**config.mk**
```make
export PLATFORM = sky130hd
export DESIGN_NAME = spprb_pec
export DESIGN_NICKNAME = d
export VERILOG_FILES = /design/src/sv/spprb_pkg.sv /design/src/sv/spprb_pec.sv
export SDC_FILE = /design/constraint.sdc
export NUM_CORES = 1
export LEC_CHECK = 0
export BUFFER_PORTS_ARGS = -buffer_cell sky130_fd_sc_hd__buf_2
export CORE_UTILIZATION = 35
export DETAILED_ROUTE_END_ITERATION = 7
export PLACE_DENSITY_LB_ADDON = 0.08
export SYNTH_ARGS = -nofsm -noshare
export SYNTH_HDL_FRONTEND = slang
export SYNTH_SLANG_ARGS = --single-unit
```
**constraint.sdc**
```tcl
create_clock -name vclk -period 7.05
set_input_delay 1.41 -clock vclk [all_inputs]
set_output_delay 1.41 -clock vclk [all_outputs]
set_load 0.01 [all_outputs]
```
**src/sv/spprb_pkg.sv**
```systemverilog
package spprb_pkg;

    localparam int RING_DEPTH = 1024;
    localparam int RING_AW    = $clog2(RING_DEPTH);
    localparam int IDX_W      = 10;
    localparam int CNT_W      = 16;
    localparam int SADDR_W    = 7;
    localparam int WORD_W     = 32;
    localparam int PADDR_W    = 3;

    localparam logic [SADDR_W-1:0] SENSOR_ADDRESS_RESET = 7'd90;
    localparam logic [IDX_W-1:0]   RING_TOP_RESET       = 10'd709;

    localparam logic [7:0] CRC_POLY    = 8'h07;
    localparam logic [7:0] CMD_OBJECT  = 8'h07;
    localparam logic [7:0] CMD_AMBIENT = 8'h06;

    // Byte addresses of the configuration registers.
    localparam logic [PADDR_W-1:0] REG_SENSOR_ADDRESS = 3'h0;
    localparam logic [PADDR_W-1:0] REG_RING_TOP       = 3'h4;

    typedef enum logic [1:0] {
        PH_DISABLE,
        PH_TARGET,
        PH_READ,
        PH_CHECK
    } t_phase;

    typedef enum logic [2:0] {
        BUS_DISABLE   = 3'd0,
        BUS_TARGET    = 3'd1,
        BUS_READ      = 3'd2,
        BUS_CLEAR_INT = 3'd3,
        BUS_ABORT     = 3'd4,
        BUS_NONE      = 3'd5
    } t_bus_op;

    typedef struct packed {
        logic object_ok;
        logic ambient_ok;
    } t_pec_status;

    // One byte through the CRC-8 register, MSB first.
    function automatic logic [7:0] crc_byte(input logic [7:0] v);
        logic [7:0] c;
        c = v;
        for (int i = 0; i < 8; i++) begin
            c = c[7] ? ((c << 1) ^ CRC_POLY) : (c << 1);
        end
        return c;
    endfunction

    // CRC over write address, command and read address of an SMBus read word.
    function automatic logic [7:0] pec_seed(input logic [SADDR_W-1:0] addr,
                                            input logic [7:0] cmd);
        logic [7:0] a;
        logic [7:0] s;
        a = {addr, 1'b0};
        s = crc_byte(a);
        s = crc_byte(s ^ cmd);
        return crc_byte(s ^ {addr, 1'b1});
    endfunction

endpackage

```
**src/sv/spprb_pec.sv**
```systemverilog
module spprb_pec import spprb_pkg::*; (
    input  logic [7:0]  i_seed_object,
    input  logic [7:0]  i_seed_ambient,
    input  logic [7:0]  i_object_low,
    input  logic [7:0]  i_object_high,
    input  logic [7:0]  i_object_pec,
    input  logic [7:0]  i_ambient_low,
    input  logic [7:0]  i_ambient_high,
    input  logic [7:0]  i_ambient_pec,
    output t_pec_status o_status
);

    logic [7:0] object_crc;
    logic [7:0] ambient_crc;

    // The seed already covers the address and command bytes, so only the
    // two data bytes remain.
    assign object_crc  = crc_byte(i_object_high ^ crc_byte(i_object_low ^ i_seed_object));
    assign ambient_crc = crc_byte(i_ambient_high ^ crc_byte(i_ambient_low ^ i_seed_ambient));

    assign o_status.object_ok  = (object_crc == i_object_pec);
    assign o_status.ambient_ok = (ambient_crc == i_ambient_pec);

endmodule

```
==> results.cfg, run 1 <==
[layout]
antenna_cells = 0
area_growth_pct = 34.61
finish.instance_area_mm2 = 0.001499
clock_buffers = 0
num-fill-cells = 302
fin_nets = 232
drive_above_1_share_pct = 47.59
seq_cell_count = 0
seqCellArea_um2 = 0

[global_route]
antenna_found_initial = 0
grt_max_degree = 4
grtUsageTotal_pct = 12.22
grt-ovfl-total = 0
grt_pass1_wl_um = 3318
grt_pass1_vias = 811

[timing]
final_hold_viol_count = 0
period_needed_ps = 4557
setup_viol = 0
finalHoldWorstSlack_ps = 3378
rsz0062_at_grt = false
fmaxAchievable_mhz = 219.4
worstMarginPinSlew_ps = 392.6
slew_headroom_pct = 73.64
finalWorstSetupSlack_ps = 2493
fin_setup_tns_ps = 0
finalCritPeriodShare_pct = 64.64
slew_violations = 0

[clocking]
cts_resized = 0
ctsHoldBuffers = 0
post_cts_buffers = 0

[floorplan]
die-area_mm2 = 0.003411
die_h_um = 58.41
core_area_mm2 = 0.003028
io_pins = 66
die_x_um = 58.41
start_util_pct = 36.78
rows = 20

[routing]
postRouteAntennaNets = 0
wl_per_cell_um = 9.881
vias = 857
firstDrtPassIters = 5
drt-total-wl_um = 2075
viasPerCell = 4.081
first_iter_violations = 9
drc = 1

[placed_design]
routabilityCongestion = 0.6727
place_area_mm2 = 0.001499
pre_cts_ws_ps = 2464
portBuffers = 66
dp_hpwl_um = 1942

[power]
switching_share_pct = 43.06
clkPwrFrac_pct = 0
seqPwrFrac_pct = 0
p_int_uw = 133.2
power_switching_uw = 100.8
p_per_area_mw_per_mm2 = 156.1
p_leak_nw = 0.7898
ir_drop_uv = 65.49
p_comb_share_pct = 100.0

[setup_path]
end_kind = primary output
required_ps = 5640
path_delay_family = XOR/XNOR gates
critical_path_class = in2out
cp_slowest_cell = xnor3_2
max_stage_delay_ps = 460
cp_max_fo = 3
cp_num_buf_inv = 2
worstPathArrival_ps = 3150
start_kind = primary input
cp_cell_sequence = buf_2 -> xnor3_2 -> xor2_1 -> xor2_1 -> xnor2_2 -> mux2i_1 -> nor4_2 -> buf_2

[synthesis]
synth.area.top_cells = xnor3_1, xnor2_1, xor2_1, mux2i_1, xnor2_2
synth_fp_nets = 164
ys_types = 19
synth-seq-area-share_pct = 0
yosysTopAreaCell = xnor3_1
syn_area_per_cell_um2 = 11.14
yosysMostFrequentCell = xnor2_1
synth_top_area_share_pct = 28.31
synth_cells = 100
ys_warn_count = 0
syn_area_mm2 = 0.001114
yosys-top-cells-count = xnor2_1, xor2_1, xnor3_1, mux2i_1, nor2_1

[status]
status = finished, violations left
violations = DRC

[run]
max_cap_viol_count = 0

[min_path]
hold_depth = 5
hold_end = o_status[0]
hp-class = in2out
min_from = i_ambient_pec[7]
-- cell usage in the layout (no fill, tap or decap) --
cell type | synthesis | final
xor2_1 | 17 | 17
nand2b_1 | 2 | 2
nor3_1 | 1 | 1
nand2_1 | 2 | 2
xor2_2 | 3 | 3
or2_2 | 2 | 2
and2_1 | 3 | 3
mux2i_1 | 6 | 6
nor4_2 | 1 | 1
o31ai_1 | 1 | 1
nor2_1 | 4 | 4
xnor3_2 | 2 | 2
and4_1 | 1 | 1
xnor3_1 | 14 | 14
nand3_1 | 1 | 1
xnor2_2 | 3 | 3
buf_2 | 0 | 66
and3_2 | 1 | 1
xor3_2 | 1 | 1
xnor2_1 | 35 | 35
-- worst min-delay path: stages --
cell and delay [ps]:
buf_2 90, xnor2_1 70, mux2i_1 210, nor4_2 50
buf_2 130
-- metrics by stage --
step                std cells  utilization [%]  power, mW
floorplan                 100                -     0.1899
global placement          210            49.50     0.2311
finish                    210            49.50     0.2340
global route              210            49.50     0.2580
CTS                       210            49.50     0.2366
detailed placement        210            49.50     0.2350
-- metal layers --
metal	track usage (%)	wire length, µm	vias up	part of all wire [%]
li1	-	-	461	-
met1	18.47	1093	358	53
met2	20.53	838	38	40
met3	0.6593	143	0	6.9
met4	0	0	0	0
met5	0	0	-	0
-- cells by family (layout without fill, tap and decap cells) --
kind of cell | after synthesis | after routing | share of synthesized area, %
xor+xnor | 75 | 75 | 84.49
simple gates | 18 | 18 | 9.437
compound gates | 1 | 1 | 0.6744
mux | 6 | 6 | 5.393
buf+inv | 0 | 66 | 0
-- worst max-delay path by stage --
| stage | startpoint | end | slack (ps) | cells past startpoint |
|---|---|---|---|---|
| floorplan | i_seed_ambient[5] | o_status[0] | 2750 | 6 |
| global placement | i_seed_object[6] | o_status[1] | 2510 | 8 |
| detailed placement | i_seed_ambient[4] | o_status[0] | 2460 | 8 |
| CTS | i_seed_ambient[4] | o_status[0] | 2460 | 8 |
| global route | i_seed_ambient[5] | o_status[0] | 2290 | 8 |
| finish | i_seed_ambient[5] | o_status[0] | 2490 | 8 |
-- power by group through the flow --
stage               Sequential [mW]  Combinational (mW)  Clock [mW]
floorplan                         0               0.190           0
global placement                  0               0.231           0
detailed placement                0               0.235           0
CTS                               0               0.237           0
global route                      0               0.258           0
finish                            0               0.234           0
-- area by class of cell --
type / instances / area (µm²) / share of cell area, %
Timing Repair Buffer: 66 / 330.3 / 22.04
Multi-Input combinational cell: 100 / 1114 / 74.29
Tap cell: 44 / 55.05 / 3.673
(Power assumes the default switching activity.)
==> run 2, diff against run 1 <==
clock period = 4 ns   (was 7.05 ns; I/O delays follow)
==> results.cfg, run 2 (synthesis results as in run 1) <==
[floorplan]
die_x_um = 58.41
io_pins = 66
die-area_mm2 = 0.003411
start_util_pct = 36.78
rows = 20
core_area_mm2 = 0.003028
die_h_um = 58.41

[power]
p_int_uw = 234.7
p_leak_nw = 0.7898
switching_share_pct = 42.87
ir_drop_uv = 120.4
p_per_area_mw_per_mm2 = 274.1
power_switching_uw = 176.1
p_comb_share_pct = 100.0
clkPwrFrac_pct = 0
power_uw = 410.9
seqPwrFrac_pct = 0

[routing]
dr.max_layer_used = met3
wl_per_cell_um = 9.767
viasPerCell = 4.119
vias = 865
dr_wl_met3_um = 144
drc = 1
drt-total-wl_um = 2051
first_iter_violations = 15
wl_met2_um = 858
postRouteAntennaNets = 0
wl_met1_um = 1048
firstDrtPassIters = 6

[setup_path]
critical_path_class = in2out
start_kind = primary input
required_ps = 3200
path_delay_family = XOR/XNOR gates
worstPathArrival_ps = 2540
cp_max_fo = 3
cp_slowest_cell = xnor3_2
max_stage_delay_ps = 470
end_kind = primary output
cp_cell_sequence = buf_2 -> xnor3_2 -> xor2_1 -> xor2_1 -> xnor2_2 -> mux2i_1 -> nor4_2 -> buf_2
cp_num_buf_inv = 2

[layout]
postLayoutCoreUtil_pct = 49.50
antenna_cells = 0
clock_buffers = 0
seq_cell_count = 0
seqCellArea_um2 = 0
final_common_cell = buf_2
drive_above_1_share_pct = 47.59
finish.instance_area_mm2 = 0.001499
fin_nets = 232
stdcell_count = 210
final_cell_mix = buf_2, xnor2_1, xor2_1, xnor3_1, mux2i_1
area_growth_pct = 34.61

[global_route]
grt_pass1_vias = 804
grt_pass1_wl_um = 3346
grtUsageTotal_pct = 12.33
antenna_found_initial = 0
grt_max_degree = 4
grt-ovfl-total = 0

[timing]
fin_setup_tns_ps = 0
period_needed_ps = 3336
finalWorstSetupSlack_ps = 664.4
slew_violations = 0
worstMarginPinSlew_ps = 395.7
rsz0062_at_grt = false
finalCritPeriodShare_pct = 83.39
final_hold_viol_count = 0
setup_viol = 0
finalHoldWorstSlack_ps = 2147
fmaxAchievable_mhz = 299.8
slew_headroom_pct = 73.43

[status]
status = finished, violations left
violations = DRC

[placed_design]
pre_cts_ws_ps = 634.8
routabilityCongestion = 0.6727
place_area_mm2 = 0.001499
dp.cells = 210
portBuffers = 66
dp_hpwl_um = 1946

[min_path]
hp-class = in2out

[run]
max_cap_viol_count = 0

[clocking]
cts_resized = 0
ctsHoldBuffers = 0
post_cts_buffers = 0
-- run 2: cell counts in the layout (fill, tap and decap cells not counted) --
Identical to the previous run, type by type.
-- run 2: metal layers --
metal / global-route usage, % / vias up
met3: 0.6593 / 0
li1: - / 461
met5: 0 / -
met1: 19.37 / 366
met4: 0 / 0
met2: 19.87 / 38
-- run 2: area by class of cell --
cell class	instances	area [µm²]
fill	304	1529
multi-input combinational	100	1114
timing repair buffer	66	330.3
tap	44	55.05
-- run 2: power groups by stage --
stage	logic (mW)	registers [mW]	clock network, mW
after floorplan	0.335	0	0
after global placement	0.407	0	0
after detailed placement	0.414	0	0
after CTS	0.417	0	0
after global routing	0.453	0	0
final	0.411	0	0
-- run 2: final timing paths --
kind                               from          end  slack (ps)  depth (start not counted)
worst max-delay path  i_seed_ambient[5]  o_status[0]         660                          8
worst min-delay path   i_ambient_pec[7]  o_status[0]        2150                          5
==> run 3, diff against run 2 <==
clock period = 3.2 ns   (was 4 ns; I/O delays follow)
==> results.cfg, run 3 (synthesis results as in run 1) <==
[status]
status = finished, violations left
violations = DRC

[floorplan]
io_pins = 66
die_x_um = 58.41
die-area_mm2 = 0.003411
rows = 20
die_h_um = 58.41
core_area_mm2 = 0.003028
start_util_pct = 36.78

[timing]
finalCritPeriodShare_pct = 93.85
worstMarginPinSlew_ps = 394.8
setup_viol = 0
slew_headroom_pct = 73.49
rsz0062_at_grt = false
fin_setup_tns_ps = 0
final_hold_viol_count = 0
slew_violations = 0
period_needed_ps = 3003
fmaxAchievable_mhz = 333.0

[setup_path]
cp_num_buf_inv = 2
critical_path_class = in2out
cp_slowest_cell = xnor3_2
path_delay_family = XOR/XNOR gates
start_kind = primary input
worstPathArrival_ps = 2360
cp_cell_sequence = buf_2 -> xor2_1 -> xnor2_2 -> xnor3_2 -> xnor2_2 -> mux2i_1 -> nor4_2 -> buf_2
end_kind = primary output
max_stage_delay_ps = 420
required_ps = 2560
path_depth = 8
cp_max_fo = 3

[power]
ir_drop_uv = 169.1
p_per_area_mw_per_mm2 = 343.0
p_leak_nw = 0.7911
power_uw = 516.7

[clocking]
cts_resized = 0
post_cts_buffers = 0
ctsHoldBuffers = 0

[routing]
wl_per_cell_um = 9.771
firstDrtPassIters = 5
vias = 868
drc = 1
first_iter_violations = 11
viasPerCell = 4.133
drt-total-wl_um = 2052
postRouteAntennaNets = 0

[layout]
area_growth_pct = 35.28
fin_nets = 232
seq_cell_count = 0
seqCellArea_um2 = 0
drive_above_1_share_pct = 48.19
antenna_cells = 0
final_common_cell = buf_2
clock_buffers = 0
final_cell_mix = buf_2, xnor2_1, xor2_1, xnor3_1, mux2i_1

[run]
max_cap_viol_count = 0

[global_route]
grt_max_degree = 4
grtUsageTotal_pct = 12.26
grt-ovfl-total = 0
antenna_found_initial = 0
grt_pass1_wl_um = 3339
grt_pass1_vias = 794

[placed_design]
portBuffers = 66
dp_hpwl_um = 1929
routabilityCongestion = 0.6726

[min_path]
hold_depth = 5
hp-class = in2out
[run 3: cell types whose count changed in the layout (fill, tap and decap cells not counted)]
cell / change
xor2_2: +1
xor2_1: -1
[run 3: worst paths after layout]
kind                         startpoint          end  slack, ps
worst min-delay path   i_ambient_pec[7]  o_status[0]       1840
worst max-delay path  i_seed_ambient[4]  o_status[0]        200
[run 3: power by group]
part	internal [mW]	switching [mW]	leakage, nW
clock	0	0	0
combinational	0.294	0.222	0.791
sequential	0	0	0
total	0.294	0.222	0.791
[run 3: layer usage]
layer  vias to the layer above  global-route usage [%]  wire length, µm
met5                         -                       0                0
met2                        38                   20.36              865
met1                       369                   18.85             1060
li1                        461                       -                -
met4                         0                       0                0
met3                         0                  0.4396              126
[run 3: final cells by class]
type	instances	area, µm²
well taps	44	55.05
fillers	307	1521
multi-input cells	100	1121
repair buffers	66	330.3
[run 3: stage by stage]
stage                     hold WS [ps]  util, %  cells  setup WS (ps)  cell area (µm²)
final                             1842    49.75    210          196.9             1506
after global routing              1895    49.75    210          2.371             1506
after CTS                         1846    49.50    210          157.0             1499
after detailed placement          1853    49.50    210          154.7             1499
after global placement            1849    49.50    210          199.9             1499
after floorplan                   1574        -    100          439.7             1114
[run 3: tightest hold or removal path: stages]
cell     delay, ps
buf_2           90
xnor2_1         70
mux2i_1        210
nor4_2          50
buf_2          130
